[src/rtl/gcpe_pkg.sv]
// ----------------------------------------------------------------------------
// gcpe_pkg
// Shared constants, types and exponential tables for the Gaussian cohesive
// potential evaluator.
// ----------------------------------------------------------------------------
package gcpe_pkg;

    localparam int FRAC_BITS       = 16;
    localparam int EXP_TABLE_DEPTH = 256;
    localparam int WHOLE_STEPS     = 32;
    localparam int WHOLE_BITS      = $clog2(WHOLE_STEPS);

    localparam int W_BITS     = 32;                      // data word
    localparam int B_BITS     = 31;                      // width register
    localparam int FUNC_BITS  = 2;
    localparam int UD_BITS    = 32;                      // |x - l0|
    localparam int DL_BITS    = W_BITS + 1;
    localparam int SQ_BITS    = 2 * UD_BITS;
    localparam int M1_BITS    = W_BITS + UD_BITS - FRAC_BITS;
    localparam int T_BITS     = FRAC_BITS + WHOLE_BITS;  // useful range of t
    localparam int REM_BITS   = T_BITS + B_BITS;
    localparam int DIV_STAGES = T_BITS + 1;
    localparam int Q30_SHIFT  = 30;
    localparam int Q30_BITS   = Q30_SHIFT + 1;
    localparam int IDX_BITS   = $clog2(EXP_TABLE_DEPTH + 1);
    localparam int P_BITS     = FRAC_BITS + IDX_BITS;
    localparam int K_BITS     = T_BITS + 2;
    localparam int X_BITS     = W_BITS + B_BITS - 1;
    localparam int Y_BITS     = 32;
    localparam int PPL_BITS   = 64;
    localparam int PPH_BITS   = X_BITS - 32 + Y_BITS;
    localparam int PROD_BITS  = X_BITS + Y_BITS;
    localparam int MAG_BITS   = 63;

    localparam int SHIFT_HALF = FRAC_BITS + 1;
    localparam int SHIFT_AB   = FRAC_BITS + B_BITS;

    localparam logic [63:0] ONE30 = 64'd1 << Q30_SHIFT;

    localparam int CFG_IDX_BITS = 2;
    localparam logic [CFG_IDX_BITS-1:0] REG_STIFF = 2'd0;
    localparam logic [CFG_IDX_BITS-1:0] REG_WIDTH = 2'd1;
    localparam logic [CFG_IDX_BITS-1:0] REG_REST  = 2'd2;

    localparam logic [W_BITS-1:0] STIFF_RST = 32'h0001_0000;
    localparam logic [B_BITS-1:0] WIDTH_RST = 31'h0001_0000;
    localparam logic [W_BITS-1:0] REST_RST  = 32'h0000_0000;

    localparam logic [FUNC_BITS-1:0] FUNC_POT  = 2'd0;
    localparam logic [FUNC_BITS-1:0] FUNC_D1   = 2'd1;
    localparam logic [FUNC_BITS-1:0] FUNC_D2   = 2'd2;
    localparam logic [FUNC_BITS-1:0] FUNC_NONE = 2'd3;

    // final scaling of the shared product
    typedef logic [2:0] t_sel;
    localparam t_sel SEL_NONE = 3'd0;
    localparam t_sel SEL_FRAC = 3'd1;
    localparam t_sel SEL_HALF = 3'd2;
    localparam t_sel SEL_Q30  = 3'd3;
    localparam t_sel SEL_AB   = 3'd4;

    typedef struct packed {
        logic [FUNC_BITS-1:0] func;
        logic                 dpos;
        logic [UD_BITS-1:0]   ud;
        logic [M1_BITS-1:0]   m1;
    } t_side;

    typedef logic [Q30_BITS-1:0] t_frac_rom [EXP_TABLE_DEPTH+1];
    typedef logic [Q30_BITS-1:0] t_whole_rom [WHOLE_STEPS];

    // exp(-x), x in [0,1], Q30 in and out, alternating series
    function automatic logic [63:0] exp_neg_q30(input logic [63:0] x);
        logic signed [63:0] sum;
        logic [63:0]        term;
        sum  = $signed(ONE30);
        term = ONE30;
        for (int k = 1; k <= 30; k++) begin
            if (term != 64'd0) begin
                term = ((term * x) >> Q30_SHIFT) / 64'(k);
                if (k[0]) begin
                    sum = sum - $signed(term);
                end else begin
                    sum = sum + $signed(term);
                end
            end
        end
        return (sum < 0) ? 64'd0 : $unsigned(sum);
    endfunction

    function automatic t_frac_rom build_frac_rom();
        t_frac_rom rom;
        for (int i = 0; i <= EXP_TABLE_DEPTH; i++) begin
            rom[i] = Q30_BITS'(exp_neg_q30((64'(i) << Q30_SHIFT) / 64'(EXP_TABLE_DEPTH)));
        end
        return rom;
    endfunction

    function automatic t_whole_rom build_whole_rom();
        t_whole_rom  rom;
        logic [63:0] e1;
        logic [63:0] w;
        e1 = exp_neg_q30(ONE30);
        w  = ONE30;
        for (int i = 0; i < WHOLE_STEPS; i++) begin
            rom[i] = Q30_BITS'(w);
            w      = (w * e1) >> Q30_SHIFT;
        end
        return rom;
    endfunction

    localparam t_frac_rom  FRAC_ROM  = build_frac_rom();
    localparam t_whole_rom WHOLE_ROM = build_whole_rom();

endpackage

[src/rtl/gcpe_div.sv]
// ----------------------------------------------------------------------------
// gcpe_div
// Pipelined restoring divider for t = dl^2 / B, one quotient bit per stage.
// Quotients at or above 2^T_BITS are only flagged as big.
// ----------------------------------------------------------------------------
module gcpe_div (
    input  logic                           i_clk,
    input  logic                           i_rst_n,
    input  logic                           i_vld,
    output logic                           o_rdy,
    input  logic [gcpe_pkg::SQ_BITS-1:0]   i_num,
    input  logic [gcpe_pkg::B_BITS-1:0]    i_den,
    input  gcpe_pkg::t_side                i_side,
    output logic                           o_vld,
    input  logic                           i_rdy,
    output logic [gcpe_pkg::T_BITS-1:0]    o_quot,
    output logic                           o_big,
    output gcpe_pkg::t_side                o_side
);
    import gcpe_pkg::*;

    logic [DIV_STAGES-1:0] r_vld;
    logic [DIV_STAGES-1:0] en;
    logic [DIV_STAGES-1:0] r_big;
    logic [REM_BITS-1:0]   r_rem  [DIV_STAGES];
    logic [T_BITS-1:0]     r_quot [DIV_STAGES];
    t_side                 r_side [DIV_STAGES];
    logic [REM_BITS-1:0]   n_rem  [1:DIV_STAGES-1];
    logic [T_BITS-1:0]     n_quot [1:DIV_STAGES-1];
    logic [SQ_BITS-1:0]    den_top;
    logic                  n_big;

    assign den_top = SQ_BITS'({i_den, {T_BITS{1'b0}}});
    assign n_big   = (i_num >= den_top);

    always_comb begin
        en[DIV_STAGES-1] = !r_vld[DIV_STAGES-1] || i_rdy;
        for (int j = DIV_STAGES - 2; j >= 0; j--) begin
            en[j] = !r_vld[j] || en[j+1];
        end
    end

    always_comb begin
        logic [REM_BITS-1:0] trial;
        for (int j = 1; j < DIV_STAGES; j++) begin
            trial = REM_BITS'(i_den) << (T_BITS - j);
            if (r_rem[j-1] >= trial) begin
                n_rem[j]  = r_rem[j-1] - trial;
                n_quot[j] = r_quot[j-1] | (T_BITS'(1) << (T_BITS - j));
            end else begin
                n_rem[j]  = r_rem[j-1];
                n_quot[j] = r_quot[j-1];
            end
        end
    end

    always_ff @(posedge i_clk) begin
        if (!i_rst_n) begin
            r_vld <= '0;
        end else begin
            if (en[0]) begin
                r_vld[0] <= i_vld;
            end
            for (int j = 1; j < DIV_STAGES; j++) begin
                if (en[j]) begin
                    r_vld[j] <= r_vld[j-1];
                end
            end
        end
    end

    // remainder stays below B * 2^T_BITS whenever big is clear
    always_ff @(posedge i_clk) begin
        if (en[0]) begin
            r_big[0]  <= n_big;
            r_rem[0]  <= i_num[REM_BITS-1:0];
            r_quot[0] <= '0;
            r_side[0] <= i_side;
        end
        for (int j = 1; j < DIV_STAGES; j++) begin
            if (en[j]) begin
                r_big[j]  <= r_big[j-1];
                r_rem[j]  <= n_rem[j];
                r_quot[j] <= n_quot[j];
                r_side[j] <= r_side[j-1];
            end
        end
    end

    assign o_rdy  = en[0];
    assign o_vld  = r_vld[DIV_STAGES-1];
    assign o_quot = r_quot[DIV_STAGES-1];
    assign o_big  = r_big[DIV_STAGES-1];
    assign o_side = r_side[DIV_STAGES-1];

endmodule

[config.mk]
export PLATFORM = sky130hd
export DESIGN_NAME = gcpe_div
export DESIGN_NICKNAME = d
export VERILOG_FILES = /design/src/rtl/gcpe_pkg.sv /design/src/rtl/gcpe_div.sv
export SDC_FILE = /design/constraint.sdc
export NUM_CORES = 2
export LEC_CHECK = 0
export BUFFER_PORTS_ARGS = -buffer_cell sky130_fd_sc_hd__buf_4
export CAP_MARGIN = 0
export CORE_MARGIN = 1.5
export CORE_UTILIZATION = 30
export CTS_CLUSTER_DIAMETER = 100
export DETAILED_ROUTE_END_ITERATION = 16
export HOLD_SLACK_MARGIN = 0.15
export PLACE_DENSITY = 0.47
export SYNTH_ARGS = -nofsm -noshare
export SYNTH_HDL_FRONTEND = slang
export SYNTH_SLANG_ARGS = --single-unit
[constraint.sdc]
create_clock -name i_clk -period 28.9 [get_ports i_clk]
set_input_delay 4.335 -clock i_clk [delete_from_list [all_inputs] [get_ports i_clk]]
set_output_delay 4.335 -clock i_clk [all_outputs]
set_load 0.02 [all_outputs]
Word level (Yosys, flattened, before mapping)
Memories as Yosys holds them, arrays and structs flattened. Cells that the tools add are included.

Logic and storage cells: 220. Flip-flop bits (word level): 44. Memories kept: 3. RAM bits: 3432. Latch bits: 0. Bits in read-only memories: 0. Output and inout bits: 107. Input port bits: 182.

Memories: r_side (depth 22, bits a word 83, rd ports 22, clocked after memory_dff 0, write ports 22, RTL line gcpe_div.sv:27) `t_side r_side [DIV_STAGES];`; r_rem (depth 22, bits a word 52, rd ports 21, clocked after memory_dff 0, write ports 22, RTL line gcpe_div.sv:25) `logic [REM_BITS-1:0] r_rem [DIV_STAGES];`; r_quot (depth 22, bits a word 21, rd ports 22, clocked after memory_dff 0, write ports 22, RTL line gcpe_div.sv:26) `logic [T_BITS-1:0] r_quot [DIV_STAGES];`.

Muxes and demuxes: 86. $add $sub $neg: 21. Order comparisons: 22. Bitwise gates (word level): 0. $mul: 0. Div/mod/pow operators: 0. Reductions and logical operators: 44. Shift operators: 0. Equal/unequal tests: 0.

Operators with widths (count): $mux 52 (21); $ge 64x52->1 (1); $ge 52x31->1 (1); $ge 52x32->1 (1); $ge 52x33->1 (1); $ge 52x34->1 (1); $ge 52x35->1 (1); $ge 52x36->1 (1); $ge 52x37->1 (1); $ge 52x38->1 (1); $ge 52x39->1 (1); $ge 52x40->1 (1); $ge 52x41->1 (1); $ge 52x42->1 (1); $ge 52x43->1 (1); $ge 52x44->1 (1); $ge 52x45->1 (1); $ge 52x46->1 (1); $ge 52x47->1 (1); $ge 52x48->1 (1); $ge 52x49->1 (1); $ge 52x50->1 (1); $ge 52x51->1 (1); $sub 52x31->52 (1); other kinds (43) (129).

Depth between registers and ports, before layout
Depth in word-level cells: 25. Depth in mapped cells: 15. Depth with buffers taken out: 14.

Worst setup path after synthesis
No wires, ideal clock.

Kind: input -> output. Start point: input port i_rdy. End point: output port o_rdy. Arrival: 11.356 ns. Cell stages on the path: 12. Required time: 24.565 ns. Buffers on the path: 2. Slack: 13.209 ns. Cell sequence: nor2b_1 inv_1 nor2_1 and2_1 and3_1 clkbuf_1 and4_1 and3_1 clkbuf_1 and4_1 and3_1 nand2_1.

Word-level cells in the longest chain between the ends: 22.

Ends and longest elaborated chain: start: declaration (RTL line gcpe_div.sv:15) `input logic i_rdy,`; $logic_or 1x1->1 (RTL line gcpe_div.sv:37) `en[DIV_STAGES-1] = !r_vld[DIV_STAGES-1] || i_rdy;`; via en[21] (RTL line gcpe_div.sv:23) `logic [DIV_STAGES-1:0] en;`; $logic_or 1x1->1 (21 in series) (RTL line gcpe_div.sv:39) `en[j] = !r_vld[j] || en[j+1];`; end: declaration (RTL line gcpe_div.sv:10) `output logic o_rdy,`.

The timed path passes the listed nets, and every way through them passes these cells.

Worst setup path in the final report
Same ends and word-level chain as after synthesis.

==> flow_summary.ini <==
[global_route]
grt_start_max_net_pins = 115
globalRouteMet3Util_pct = 2.824
grt_antenna_before_repair = 12
top_usage_layer = met2
grt_pass1_wl_um = 513500
overflow = 0
gr-usage-all-layers_pct = 14.17
met1_usage_pct = 18.73
use_met2_pct = 23.50
grt_pass1_vias = 81800

[layout]
layout-drive-gt1-share_pct = 10.38
fin_area_mm2 = 0.1618
final_cells = 16950
seqCellArea_mm2 = 0.09566
area_growth_pct = 15.12
multiInputGateArea_mm2 = 0.04275
fin_nets = 11350
finalCoreUtilization_pct = 34.65
num-fill-cells = 44690

[timing]
fin_ws_ns = 15.28
max_freq_mhz = 73.39
finalMaxSlewViolations = 0
slew-limit-headroom_pct = 9.020
fin_tns_setup_ns = 0
hold_violations = 0
setup_viol = 0
period_needed_ns = 13.62
rsz0062_at_grt = no
worst_slew_pin_slew_ns = 1.352
finalCritPeriodShare_pct = 47.15
fin_skew_ns = 0.08867
finalHoldWorstSlack_ns = 0.3459

[yosys]
yosys.area.top_type = edfxtp_1
synth_area_leaders = edfxtp_1 68%, ha_1 6.1%, a21oi_1 2.5%, o21ai_0 2.5%, xor2_1 2.3%
ys_types = 92
synth_cells = 10000
synthArstFlopShare_pct = 0
synth_top_family_by_area = compound AO/OA/AOI/OAI gates
synthMostInstantiatedCell = edfxtp_1
synth_xor_area_share_pct = 4.362
synth_compound_area_share_pct = 10.70
synth_area_per_cell_um2 = 14.05
ys.flop_type = edfxtp_1
synthesis.nets = 10890
yosysSeqAreaShare_pct = 68.06
synth_common_cells = 3,171 x edfxtp_1, 793 x nand2_1, 712 x a21oi_1
synth_top_area_share_pct = 67.74
ys_ff_latch = 3193
synth-simple-area-share_pct = 8.156
synthAdderAreaFrac_pct = 6.356
yosys-mux-area-fraction_pct = 0.6721
yosysWarningCount = 0
synth_edf_count = 3171
syn_area_mm2 = 0.1406

[placed_design]
dp_slack_ns = 15.12
dpl_cell_area_mm2 = 0.1503
dp_hpwl_um = 241200
io_buffers = 288
placedCellCount = 16320
gp_congestion = 0.8583

[worst_setup_path]
cp.required_ns = 24.57
crit_path_frequent_cell = and3_1
end_kind = output port
cp_cell_sequence = buf_4 -> nor2b_1 -> inv_6 -> nor2_1 -> and2_1 -> and3_1 -> and4_1 -> and3_1 -> and4_1 -> and3_1 -> nand2_4 -> buf_4
worstSetupPathType = input pin to output port
timing.rr.start = r_vld[21]$_SDFFE_PN0P_
cp.arrival_ns = 9.29
max_stage_delay_ns = 0.54
slowest_stage = nor2b_1
cp_max_fo = 40
reg2reg_depth = 12
worstSetupStartpoint = i_rdy
setup.worst_path.start_class = input pin

[clock_tree]
cts_setup_buffers = 0
cts_tree = yes
cts.path.max_buffers = 4
cts.sinks = 3193
clk_latency_ns = 0.97
clk_pin_slew_ns = 0.06
cts_resized = 0
numCtsBuffers = 350
cts-hold-fix-buffers = 0
clockRootBuffer = clkbuf_16
htree_num_levels = 5

[floorplan]
die_width_um = 687.5
pin_count = 289
start_util_pct = 30.10
die_y_um = 687.5
dieArea_mm2 = 0.4726
fp-row-count = 251
core-area_mm2 = 0.4670

[power]
p_leak_nw = 60.05
powerDensity_mw_per_mm2 = 99.71
total_power_mw = 16.13
peakVddDrop_mv = 0.04757

[drt]
drt_iter0_drc = 6025
wl_per_cell_um = 20.36
drc_errors = 0
wl_um = 345200
ant_nets = 0
drtPass1Iterations = 6
via_count = 82140
viasPerCell = 4.846

[hold_path]
hp-class = register to register
hold_depth = 0
min_from = r_quot[2][50]$_DFFE_PP_

[outcome]
status = finished, final reports clean

[job]
maxCapViolCount = 0
==> layout by cell type (no fill, tap or decap), types with 231 or more instances in the layout <==
cell and instances:
o21ai_0 690, xnor2_1 338, nand2_1 784, clkbuf_16 354
edfxtp_1 3171, a21oi_1 706, ha_1 682, nor2_1 461
buf_4 406, inv_1 231, a21o_1 333, xor2_1 362
==> registers in the layout (all words and copies together), names as in the netlist <==
signal and count:
r_vld 22, r_side 1826, r_rem 1092, r_quot 231, r_big 22
==> final timing paths <==
| path | to | slack (ns) |
|---|---|---|
| worst max-delay path | o_rdy | 15.28 |
| worst min-delay path | r_quot[2][71]$_DFFE_PP_ | 0.35 |
| worst max register to register | r_side[0][72]$_DFFE_PP_ | 22.79 |
| worst min register to register | r_quot[2][71]$_DFFE_PP_ | 0.35 |
==> final cells by class <==
cell class / count / area share (%)
Clock inverter: 210 / 1.453
Antenna cell: 3 / 0.004639
Timing Repair Buffer: 411 / 1.945
Sequential cell: 3193 / 59.12
Multi-Input combinational cell: 6267 / 26.42
Tap cell: 6198 / 4.792
Clock buffer: 423 / 5.665
Inverter: 247 / 0.6039
==> cells by family after synthesis <==
group	Yosys count
buffers and inverters	543
AOI/OAI and AO/OA	2433
muxes	83
adders and majority gates	702
DFF	3193
and+or+nand+nor	2349
xor gates and xnor gates	700
==> power breakdown <==
| group | total, mW | switching [mW] | internal, mW |
|---|---|---|---|
| Sequential | 6.83 | 0.569 | 6.26 |
| Clock | 4.45 | 1.86 | 2.59 |
| Combinational | 4.86 | 2.80 | 2.06 |
==> worst max-delay path: cells and delay by family <==
kind	cells	cell delay, ns
buf+inv	3	0.76
simple gates	9	4.07
==> metal layers <==
| metal | up-vias | share of wire [%] |
|---|---|---|
| met1 | 40310 | 45 |
| met3 | 530 | 5.5 |
| met5 | - | 0 |
| met2 | 2023 | 47 |
| li1 | 39280 | - |
| met4 | 0 | 3.0 |
Power figures use the tool's default switching activity.
